--- config.mk ---
export PLATFORM = sky130hd
export DESIGN_NAME = countdown_timer_bank
export DESIGN_NICKNAME = d
export VERILOG_FILES = /design/src/rtl/ctb_pkg.sv /design/src/rtl/countdown_timer_bank.sv /design/src/rtl/ctb_ram.sv /design/src/rtl/ctb_front.sv /design/src/rtl/ctb_queue.sv /design/src/rtl/ctb_back.sv
export SDC_FILE = /design/constraint.sdc
export NUM_CORES = 2
export LEC_CHECK = 0
export BUFFER_PORTS_ARGS = -buffer_cell sky130_fd_sc_hd__buf_2
export CAP_MARGIN = 40
export CORE_UTILIZATION = 35
export CTS_CLUSTER_DIAMETER = 200
export DETAILED_ROUTE_END_ITERATION = 6
export PLACE_DENSITY_LB_ADDON = 0.25
export SLEW_MARGIN = 20
export SYNTH_ARGS = -nofsm -noshare
export SYNTH_HDL_FRONTEND = slang
export SYNTH_SLANG_ARGS = --single-unit
--- constraint.sdc ---
create_clock -name clock -period 7.7 [get_ports clock]
set_input_delay 1.925 -clock clock [delete_from_list [all_inputs] [get_ports clock]]
set_output_delay 1.925 -clock clock [all_outputs]
set_load 0.005 [all_outputs]
--- src/rtl/ctb_pkg.sv ---
// Types, constants and codes shared by the countdown timer bank modules.
package ctb_pkg;

   localparam int NUM_SLOTS   = 32;
   localparam int SLOT_AW     = (NUM_SLOTS > 1) ? $clog2(NUM_SLOTS) : 1;
   localparam int WALK_W      = SLOT_AW + 1;
   localparam int STEP_W      = 23;
   // The queue depth must stay a power of two so the pointers wrap on their own.
   localparam int QUEUE_DEPTH = 2;
   localparam int QUEUE_AW    = (QUEUE_DEPTH > 1) ? $clog2(QUEUE_DEPTH) : 1;
   localparam int QUEUE_CW    = $clog2(QUEUE_DEPTH + 1);

   localparam logic [31:0] USEC_PER_MSEC = 32'd1000;
   // floor(x / 1000) == (x * RECIP) >> RECIP_SHIFT for every 32-bit x.
   localparam logic [31:0] RECIP       = 32'd274877907;
   localparam int          RECIP_SHIFT = 38;
   localparam logic [STEP_W-1:0] MAX_STEP = 23'd4294967;

   localparam logic [2:0] OP_TICK       = 3'd0;
   localparam logic [2:0] OP_WRITE      = 3'd1;
   localparam logic [2:0] OP_ACTIVATE   = 3'd2;
   localparam logic [2:0] OP_DEACTIVATE = 3'd3;
   localparam logic [2:0] OP_READ       = 3'd4;
   localparam logic [2:0] OP_MAX_CLEAR  = 3'd5;

   typedef enum logic [2:0] {
      KIND_TICK,
      KIND_WRITE,
      KIND_ACTIVATE,
      KIND_DEACTIVATE,
      KIND_READ,
      KIND_MAX_CLEAR,
      KIND_NONE
   } ctb_kind_type;

   typedef struct packed {
      logic [2:0]         operation;
      logic [4:0]         slot;
      logic signed [31:0] write_value;
      logic [31:0]        counter_sample;
   } ctb_req_type;

   typedef struct packed {
      logic signed [31:0] timer_value;
      logic               slot_active;
      logic [31:0]        total_ms;
      logic [STEP_W-1:0]  max_step_ms;
   } ctb_rsp_type;

   typedef struct packed {
      ctb_kind_type       kind;
      logic [SLOT_AW-1:0] slot;
      logic [31:0]        data;
   } ctb_cmd_type;

endpackage

--- src/rtl/countdown_timer_bank.sv ---
// Top level of the countdown timer bank: front end, command queue and execution engine.
//
// A word is taken on a rising edge with start high and busy low; busy rises only
// while the two-entry command queue is full. Every word gives exactly one result,
// shown on rsp_word for one cycle with rsp_strobe high, and the receiver has no
// way to hold it off. Write, read-clear and unused operations answer from the idle
// state, read, activate and deactivate after the slot read state, and a tick under
// a millisecond after the multiply and divide states. A tick that moves the timers
// walks one slot per cycle, reading and writing back through the single slot
// memory, after a reciprocal multiply that turns the microsecond delta into whole
// milliseconds. Results come back in the order the words were taken.
module countdown_timer_bank import ctb_pkg::*; (
   input  logic        clock,
   input  logic        reset,
   input  logic        start,
   output logic        busy,
   input  ctb_req_type req_word,
   output logic        rsp_strobe,
   output ctb_rsp_type rsp_word
);
   logic        push;
   logic        pop;
   logic        queue_empty;
   logic        queue_full;
   ctb_cmd_type front_cmd;
   ctb_cmd_type head_cmd;

   ctb_front u_front (
      .start     (start),
      .req_word  (req_word),
      .queue_full(queue_full),
      .busy      (busy),
      .push      (push),
      .cmd       (front_cmd)
   );

   ctb_queue u_queue (
      .clock   (clock),
      .reset   (reset),
      .push    (push),
      .push_cmd(front_cmd),
      .pop     (pop),
      .head    (head_cmd),
      .empty   (queue_empty),
      .full    (queue_full)
   );

   ctb_back u_back (
      .clock      (clock),
      .reset      (reset),
      .head       (head_cmd),
      .queue_empty(queue_empty),
      .pop        (pop),
      .rsp_strobe (rsp_strobe),
      .rsp_word   (rsp_word)
   );

endmodule

--- src/rtl/ctb_ram.sv ---
// Generic single-write, single-read RAM with registered read data.
module ctb_ram #(
   parameter int WIDTH = 32,
   parameter int DEPTH = 32
) (
   input  logic                                          clock,
   input  logic                                          wr_en,
   input  logic [((DEPTH > 1) ? $clog2(DEPTH) : 1)-1:0]  wr_addr,
   input  logic [WIDTH-1:0]                              wr_data,
   input  logic                                          rd_en,
   input  logic [((DEPTH > 1) ? $clog2(DEPTH) : 1)-1:0]  rd_addr,
   output logic [WIDTH-1:0]                              rd_data
);
   logic [WIDTH-1:0] mem_ff [DEPTH];
   logic [WIDTH-1:0] rd_data_ff;

   always_ff @(posedge clock) begin
      if (wr_en) begin
         mem_ff[wr_addr] <= wr_data;
      end
      if (rd_en) begin
         rd_data_ff <= mem_ff[rd_addr];
      end
   end

   assign rd_data = rd_data_ff;

endmodule

--- src/rtl/ctb_front.sv ---
// Front end: takes request words and classifies them into commands for the queue.
module ctb_front import ctb_pkg::*; (
   input  logic        start,
   input  ctb_req_type req_word,
   input  logic        queue_full,
   output logic        busy,
   output logic        push,
   output ctb_cmd_type cmd
);
   logic in_range;

   assign in_range = ({4'b0, req_word.slot} < 9'(NUM_SLOTS));
   assign busy     = queue_full;
   assign push     = start & ~queue_full;

   always_comb begin
      cmd.slot = SLOT_AW'(req_word.slot);
      cmd.data = req_word.write_value;
      unique case (req_word.operation)
         OP_TICK: begin
            cmd.kind = KIND_TICK;
            cmd.data = req_word.counter_sample;
         end
         OP_WRITE:      cmd.kind = in_range ? KIND_WRITE      : KIND_NONE;
         OP_ACTIVATE:   cmd.kind = in_range ? KIND_ACTIVATE   : KIND_NONE;
         OP_DEACTIVATE: cmd.kind = in_range ? KIND_DEACTIVATE : KIND_NONE;
         OP_READ:       cmd.kind = in_range ? KIND_READ       : KIND_NONE;
         OP_MAX_CLEAR:  cmd.kind = KIND_MAX_CLEAR;
         default:       cmd.kind = KIND_NONE;
      endcase
   end

endmodule

--- src/rtl/ctb_queue.sv ---
// Short command queue between the front end and the execution engine.
module ctb_queue import ctb_pkg::*; (
   input  logic        clock,
   input  logic        reset,
   input  logic        push,
   input  ctb_cmd_type push_cmd,
   input  logic        pop,
   output ctb_cmd_type head,
   output logic        empty,
   output logic        full
);
   ctb_cmd_type         entry_ff [QUEUE_DEPTH];
   logic [QUEUE_AW-1:0] wr_ptr_ff, wr_ptr_in;
   logic [QUEUE_AW-1:0] rd_ptr_ff, rd_ptr_in;
   logic [QUEUE_CW-1:0] count_ff, count_in;
   logic                do_pop;

   assign empty  = (count_ff == '0);
   assign full   = (count_ff == QUEUE_CW'(QUEUE_DEPTH));
   assign head   = entry_ff[rd_ptr_ff];
   assign do_pop = pop & ~empty;

   always_comb begin
      wr_ptr_in = push   ? wr_ptr_ff + 1'b1 : wr_ptr_ff;
      rd_ptr_in = do_pop ? rd_ptr_ff + 1'b1 : rd_ptr_ff;
      count_in  = count_ff + QUEUE_CW'(push) - QUEUE_CW'(do_pop);
   end

   always_ff @(posedge clock) begin
      if (reset) begin
         wr_ptr_ff <= '0;
         rd_ptr_ff <= '0;
         count_ff  <= '0;
      end else begin
         wr_ptr_ff <= wr_ptr_in;
         rd_ptr_ff <= rd_ptr_in;
         count_ff  <= count_in;
      end
      if (push) begin
         entry_ff[wr_ptr_ff] <= push_cmd;
      end
   end

endmodule

--- src/rtl/ctb_back.sv ---
// Execution engine: runs slot commands and the tick walk over the slot memory.
module ctb_back import ctb_pkg::*; (
   input  logic        clock,
   input  logic        reset,
   input  ctb_cmd_type head,
   input  logic        queue_empty,
   output logic        pop,
   output logic        rsp_strobe,
   output ctb_rsp_type rsp_word
);
   typedef enum logic [2:0] {
      ST_IDLE,
      ST_SLOT_RD,
      ST_MUL,
      ST_DIV,
      ST_REM,
      ST_WALK,
      ST_TICK_DONE
   } state_type;

   state_type          state_ff, state_in;
   logic [SLOT_AW-1:0] slot_ff, slot_in;
   logic [31:0]        delta_ff, delta_in;
   logic [63:0]        prod_ff, prod_in;
   logic [STEP_W-1:0]  ms_ff, ms_in;
   logic [31:0]        step_us_ff, step_us_in;
   logic [31:0]        prev_ff, prev_in;
   logic [31:0]        elapsed_ff, elapsed_in;
   logic [STEP_W-1:0]  largest_ff, largest_in;
   logic [NUM_SLOTS-1:0] mask_ff, mask_in;
   logic [NUM_SLOTS-1:0] valid_ff, valid_in;
   logic               rd_valid_ff, rd_valid_in;
   logic [WALK_W-1:0]  rd_cnt_ff, rd_cnt_in;
   logic               wb_pend_ff, wb_pend_in;
   logic [SLOT_AW-1:0] wb_idx_ff, wb_idx_in;
   logic               rsp_strobe_ff, rsp_strobe_in;
   ctb_rsp_type        rsp_ff, rsp_in;

   logic               ram_wr_en;
   logic [SLOT_AW-1:0] ram_wr_addr;
   logic [31:0]        ram_wr_data;
   logic               ram_rd_en;
   logic [SLOT_AW-1:0] ram_rd_addr;
   logic [31:0]        ram_rd_data;
   logic signed [31:0] cur_value;
   logic signed [31:0] ms_signed;

   ctb_ram #(
      .WIDTH(32),
      .DEPTH(NUM_SLOTS)
   ) u_slot_ram (
      .clock  (clock),
      .wr_en  (ram_wr_en),
      .wr_addr(ram_wr_addr),
      .wr_data(ram_wr_data),
      .rd_en  (ram_rd_en),
      .rd_addr(ram_rd_addr),
      .rd_data(ram_rd_data)
   );

   assign cur_value = $signed(ram_rd_data);
   assign ms_signed = $signed({9'b0, ms_ff});

   always_comb begin
      state_in      = state_ff;
      slot_in       = slot_ff;
      delta_in      = delta_ff;
      prod_in       = prod_ff;
      ms_in         = ms_ff;
      step_us_in    = step_us_ff;
      prev_in       = prev_ff;
      elapsed_in    = elapsed_ff;
      largest_in    = largest_ff;
      mask_in       = mask_ff;
      valid_in      = valid_ff;
      rd_cnt_in     = rd_cnt_ff;
      wb_pend_in    = wb_pend_ff;
      wb_idx_in     = wb_idx_ff;
      rsp_strobe_in = 1'b0;
      rsp_in        = rsp_ff;
      pop           = 1'b0;
      ram_wr_en     = 1'b0;
      ram_wr_addr   = head.slot;
      ram_wr_data   = head.data;
      ram_rd_en     = 1'b0;
      ram_rd_addr   = head.slot;

      unique case (state_ff)
         ST_IDLE: begin
            if (!queue_empty) begin
               pop                 = 1'b1;
               slot_in             = head.slot;
               rsp_in.timer_value  = '0;
               rsp_in.slot_active  = 1'b0;
               rsp_in.total_ms     = elapsed_ff;
               rsp_in.max_step_ms  = largest_ff;
               unique case (head.kind)
                  KIND_TICK: begin
                     delta_in = head.data - prev_ff;
                     state_in = ST_MUL;
                  end
                  KIND_WRITE: begin
                     ram_wr_en          = 1'b1;
                     valid_in[head.slot] = 1'b1;
                     rsp_in.timer_value = $signed(head.data);
                     rsp_in.slot_active = mask_ff[head.slot];
                     rsp_strobe_in      = 1'b1;
                  end
                  KIND_ACTIVATE: begin
                     mask_in[head.slot] = 1'b1;
                     ram_rd_en          = 1'b1;
                     state_in           = ST_SLOT_RD;
                  end
                  KIND_DEACTIVATE: begin
                     mask_in[head.slot] = 1'b0;
                     ram_rd_en          = 1'b1;
                     state_in           = ST_SLOT_RD;
                  end
                  KIND_READ: begin
                     ram_rd_en = 1'b1;
                     state_in  = ST_SLOT_RD;
                  end
                  KIND_MAX_CLEAR: begin
                     largest_in    = '0;
                     rsp_strobe_in = 1'b1;
                  end
                  KIND_NONE: begin
                     rsp_strobe_in = 1'b1;
                  end
                  default: begin
                     rsp_strobe_in = 1'b1;
                  end
               endcase
            end
         end

         ST_SLOT_RD: begin
            rsp_in.timer_value = rd_valid_ff ? cur_value : '0;
            rsp_in.slot_active = mask_ff[slot_ff];
            rsp_strobe_in      = 1'b1;
            state_in           = ST_IDLE;
         end

         ST_MUL: begin
            prod_in  = {32'b0, delta_ff} * {32'b0, RECIP};
            state_in = ST_DIV;
         end

         ST_DIV: begin
            ms_in = prod_ff[RECIP_SHIFT +: STEP_W];
            if (delta_ff < USEC_PER_MSEC) begin
               // Less than a whole millisecond: nothing moves.
               rsp_strobe_in = 1'b1;
               state_in      = ST_IDLE;
            end else begin
               state_in = ST_REM;
            end
         end

         ST_REM: begin
            // The carried sample is the old one plus the whole milliseconds used.
            step_us_in = {9'b0, ms_ff} * USEC_PER_MSEC;
            rd_cnt_in  = '0;
            wb_pend_in = 1'b0;
            state_in   = ST_WALK;
         end

         ST_WALK: begin
            // Reads run one slot ahead of the write-back of the previous slot.
            if (rd_cnt_ff < WALK_W'(NUM_SLOTS)) begin
               ram_rd_en   = 1'b1;
               ram_rd_addr = rd_cnt_ff[SLOT_AW-1:0];
               rd_cnt_in   = rd_cnt_ff + 1'b1;
               wb_pend_in  = 1'b1;
               wb_idx_in   = rd_cnt_ff[SLOT_AW-1:0];
            end else begin
               wb_pend_in = 1'b0;
               state_in   = ST_TICK_DONE;
            end
            ram_wr_addr = wb_idx_ff;
            if (wb_pend_ff && rd_valid_ff && mask_ff[wb_idx_ff]) begin
               if (cur_value > ms_signed) begin
                  ram_wr_en   = 1'b1;
                  ram_wr_data = cur_value - ms_signed;
               end else if (cur_value > 32'sd0) begin
                  ram_wr_en   = 1'b1;
                  ram_wr_data = '0;
               end
            end
         end

         ST_TICK_DONE: begin
            prev_in            = prev_ff + step_us_ff;
            elapsed_in         = elapsed_ff + {9'b0, ms_ff};
            largest_in         = (ms_ff > largest_ff) ? ms_ff : largest_ff;
            rsp_in.timer_value = '0;
            rsp_in.slot_active = 1'b0;
            rsp_in.total_ms    = elapsed_in;
            rsp_in.max_step_ms = largest_in;
            rsp_strobe_in      = 1'b1;
            state_in           = ST_IDLE;
         end

         default: begin
            state_in = ST_IDLE;
         end
      endcase

      rd_valid_in = ram_rd_en ? valid_ff[ram_rd_addr] : rd_valid_ff;
   end

   always_ff @(posedge clock) begin
      if (reset) begin
         state_ff      <= ST_IDLE;
         prev_ff       <= '0;
         elapsed_ff    <= '0;
         largest_ff    <= '0;
         mask_ff       <= '0;
         valid_ff      <= '0;
         rd_valid_ff   <= 1'b0;
         rd_cnt_ff     <= '0;
         wb_pend_ff    <= 1'b0;
         rsp_strobe_ff <= 1'b0;
      end else begin
         state_ff      <= state_in;
         prev_ff       <= prev_in;
         elapsed_ff    <= elapsed_in;
         largest_ff    <= largest_in;
         mask_ff       <= mask_in;
         valid_ff      <= valid_in;
         rd_valid_ff   <= rd_valid_in;
         rd_cnt_ff     <= rd_cnt_in;
         wb_pend_ff    <= wb_pend_in;
         rsp_strobe_ff <= rsp_strobe_in;
      end
      slot_ff    <= slot_in;
      delta_ff   <= delta_in;
      prod_ff    <= prod_in;
      ms_ff      <= ms_in;
      step_us_ff <= step_us_in;
      wb_idx_ff  <= wb_idx_in;
      rsp_ff     <= rsp_in;
   end

   assign rsp_strobe = rsp_strobe_ff;
   assign rsp_word   = rsp_ff;

endmodule

==> parameters.txt <==
Parameter                              Value

Yosys
  Synth top cells by count ... edfxtp_1, inv_1, ha_1
  Netlist area before placement ... 82350 µm²
  Synthesized area per cell ... approximately 14 µm²
  Most numerous cell in the Yosys netlist ... edfxtp_1
  Biggest area consumer among synthesized cells ... edfxtp_1
  Proportion of synthesized flip-flops having asynchronous set or reset ... 0%
  Most frequently used flop master after synthesis ... edfxtp_1
  Dominant cells by area after synthesis ... edfxtp_1, fa_1, ha_1
  Synth Net Count ... 6929
  Top-area cell type share of the netlist area ... 48.90%
  Post-synth EDFFs ... 1341
  Post-synthesis cell count ... 5876
  Post-synthesis sequential element count ... 1506
  Number of warnings printed during yosys synthesis ... 0
  Number of unique standard cell types used by synthesis ... 88
  Register area share after synthesis ... between 50% and 60%

Die
  Number of cell rows ... approximately 180
  Standard cell core area ... 233200 µm²
  Die Width ... a little under 500 µm
  Initial core utilization ... 35.31%
  Die height ... between 400 and 500 µm
  Full die area ... between 200000 and 250000 µm²
  Io pins ... 165

Detailed routing
  DRC violation count after routing ... 0
  Final Routed Wirelength ... 236.3 mm
  Via/cell ratio ... 5.185
  Antenna-violating nets left ... 0
  Initial DRC Count ... 4094
  Routed vias ... 49400
  Wirelength per Cell ... 24.80 µm
  First-pass detailed-route iteration total ... 5

Job
  Max-capacitance violation count ... 0

Timing
  Peak clock frequency supported by timing ... 0.1358 GHz
  Worst Skew ... 82.39 ps
  Period Utilization, post-route ... a little over nine tenths
  Worst hold slack ... approximately 420 ps
  Final setup violation count ... 0
  Worst relative slew slack ... 37.38%
  Final count of hold timing violations ... 0
  Final max-slew violation count ... 0
  Slew @ Worst Pin ... between 900 and 1000 ps
  Shortest period the worst path allows ... 7364 ps

Setup path
  Reg-to-reg slack, setup ... 340 ps
  Delay of the slowest cell on the worst path ... around 520 ps
  CP Launch Type ... flip-flop
  Number of buffer and inverter instances along the worst setup path ... 6
  Worst Path Arrival ... 7950 ps
  Type of element capturing the critical path ... flip-flop
  Number of cells traversed by the worst register-to-register path ... 24
  Most repeated library cell on the critical path ... fa_1
  Required time of the critical path ... 8290 ps
  Critical path cell sequence ... inv_1 > ha_1 > fa_1 > fa_1 > inv_1 > fa_1 > inv_1 > fa_1 > fa_1 > fa_1 > inv_1 > fa_1 > inv_1 > ha_1 > nand3_1 > nor4_4 > nand4_1 > a2111oi_2 > buf_4 > nor3_2 > a41oi_2 > a21bo_2 > a41oi_1 > xnor2_1
  Reg-to-reg endpoint ... u_back.prod_ff[58]
  CP Depth ... 24
  Top Family by Delay on Critical Path ... adder cells
  Crit-path slowest cell ... edfxtp_1
  Critical path fanouts, max ... 6
  Reg-to-reg startpoint ... u_back.delta_ff[23]
  Critical setup path kind ... flip-flop to flip-flop

Clocking
  Clock Path Buffers ... 3
  Insertion delay of the later-clocked pin in the worst-skew pair ... between 800 and 900 ps
  Root buf cell ... clkbuf_16
  Number of buffers added by the clock tree synthesis step ... 166
  Clock tree sinks ... 1506
  Hold buffer count at cts ... 0
  TritonCTS clock tree ... built
  Clock transition at the registers of the reported paths ... roughly 60 ps
  H-tree depth ... 4

Global routing
  Global-route wire length before repair ... about 350 mm
  Maximum number of pins on one net before global-route repair ... about 100
  Global-route usage over all layers ... roughly a fifth
  Sum of overflow across all layers after global routing ... 0
  Antenna violations before repair ... 5
  Number of global-route vias before repair ... 50980

Status
  Run status ... finished, final reports clean

Final layout
  Fillers ... 21600
  Area occupied by registers ... 43570 µm²
  Share of final-layout standard cells stronger than drive strength 1 ... 17.86%
  Total number of nets in the final design ... about 7300
  Area of the multi-input gates ... 35630 µm²
  Layout Utilization ... 40.56%
  Layout-stage area growth over the synthesis result ... 14.87%

Hold path
  WHS Endpoint ... u_back.ms_ff[0]
  Hold Crit Class ... flip-flop to flip-flop
  Number of stages on the worst hold path ... 0
  Beginning of the worst hold path ... u_back.prod_ff[38]

Placed design
  # port buffers ... 164
  Final weighted congestion in routability-driven placement ... 0.9075
  Detailed placer's ending HPWL ... 166.0 mm
## worst max-delay path by stage
stage | slack, ps | end | from
2_1_floorplan | 910 | u_back.prod_ff[58] | u_back.delta_ff[23]
5_1_grt | -1 | u_back.prod_ff[58] | u_back.delta_ff[19]
6_report | 340 | u_back.prod_ff[58] | u_back.delta_ff[23]
4_1_cts | 350 | u_back.prod_ff[58] | u_back.delta_ff[23]
3_3_place_gp | 350 | u_back.prod_ff[58] | u_back.delta_ff[23]
3_5_place_dp | 310 | u_back.prod_ff[58] | u_back.delta_ff[23]
## state kept, by name (all words and copies together) (netlist names), 23 cells and up, named ones only
| register | count |
|---|---|
| u_back.delta_ff | 32 |
| u_back.elapsed_ff | 32 |
| u_back.largest_ff | 23 |
| u_back.ms_ff | 23 |
| u_back.prev_ff | 29 |
| u_back.prod_ff | 23 |
| u_back.rsp_word | 88 |
| u_back.step_us_ff | 29 |
| u_back.u_slot_ram.mem_ff | 1024 |
| u_back.u_slot_ram.rd_data | 32 |
| u_back.valid_ff | 32 |
| u_queue.entry_ff | 80 |
## layer usage
metal | GRT usage [%] | up-vias | part of all wire (%)
li1 | - | 22210 | -
met1 | 26.46 | 25600 | 43
met2 | 33.65 | 1260 | 49
met3 | 2.551 | 329 | 4.6
met4 | 6.391 | 0 | 3.2
met5 | 0 | - | 0
## final cells by class
class / count / area share [%]
Clock buffer: 210 / 4.686
Antenna cell: 2 / 0.005291
Clock inverter: 94 / 1.173
Inverter: 785 / 3.116
Timing Repair Buffer: 401 / 3.153
Sequential cell: 1506 / 46.06
Multi-Input combinational cell: 3397 / 37.66
Tap cell: 3132 / 4.143
## per-stage QoR
| stage | worst slack [ps] | instances | setup TNS, ps | area, µm² |
|---|---|---|---|---|
| after floorplan | 911.3 | 5876 | 0 | 82350 |
| after global placement | 346.9 | 9170 | 0 | 88370 |
| after detailed placement | 311.6 | 9204 | 0 | 88810 |
| after CTS | 351.3 | 9508 | 0 | 94350 |
| after global routing | -1.432 | 9527 | -1.432 | 94600 |
| final | 335.8 | 9527 | 0 | 94600 |
## cells in the final DEF, fill, tap and decap left out, types with 21 or more instances in the layout
cell,count
a21o_1,79
a211oi_1,59
inv_1,782
ha_1,594
clkbuf_1,36
nand2_1,323
nand3_1,50
o211ai_1,46
nor2_4,33
fa_1,384
edfxtp_1,1341
clkbuf_16,169
clkinv_1,28
a31oi_1,22
xnor2_1,101
mux2i_1,150
xor2_1,44
nand4_1,37
o21bai_1,21
and3_1,23
mux4_2,278
mux2_2,104
buf_2,174
o21a_1,34
a21oi_1,297
nor2b_1,47
nand2b_1,48
o21ai_0,177
clkinv_2,24
dfxtp_1,164
buf_4,189
nor2_1,193
nor3_1,36
## cells by family (layout without fill, tap and decap cells)
family | Yosys count | after routing | synth area share, %
multiplexers | 542 | 542 | 11.09
other | 0 | 2 | 0
XOR/XNOR | 145 | 145 | 1.542
AO/OA/AOI/OAI | 868 | 868 | 6.583
flip-flops | 1506 | 1506 | 52.91
buffers and inverters | 973 | 1490 | 4.657
AND/OR/NAND/NOR | 864 | 864 | 4.859
adder cells (fa/ha/maj) | 978 | 978 | 18.36
## timing repair
action / 4_1_cts / 5_1_grt
setup endpoints to repair: 0 / 2
gates resized for setup: 0 / 0
setup buffers: 0 / 7
Power is left out: the tool's default activity adds up to more than one toggle a clock period on the data nets, which glitch-free logic cannot reach.
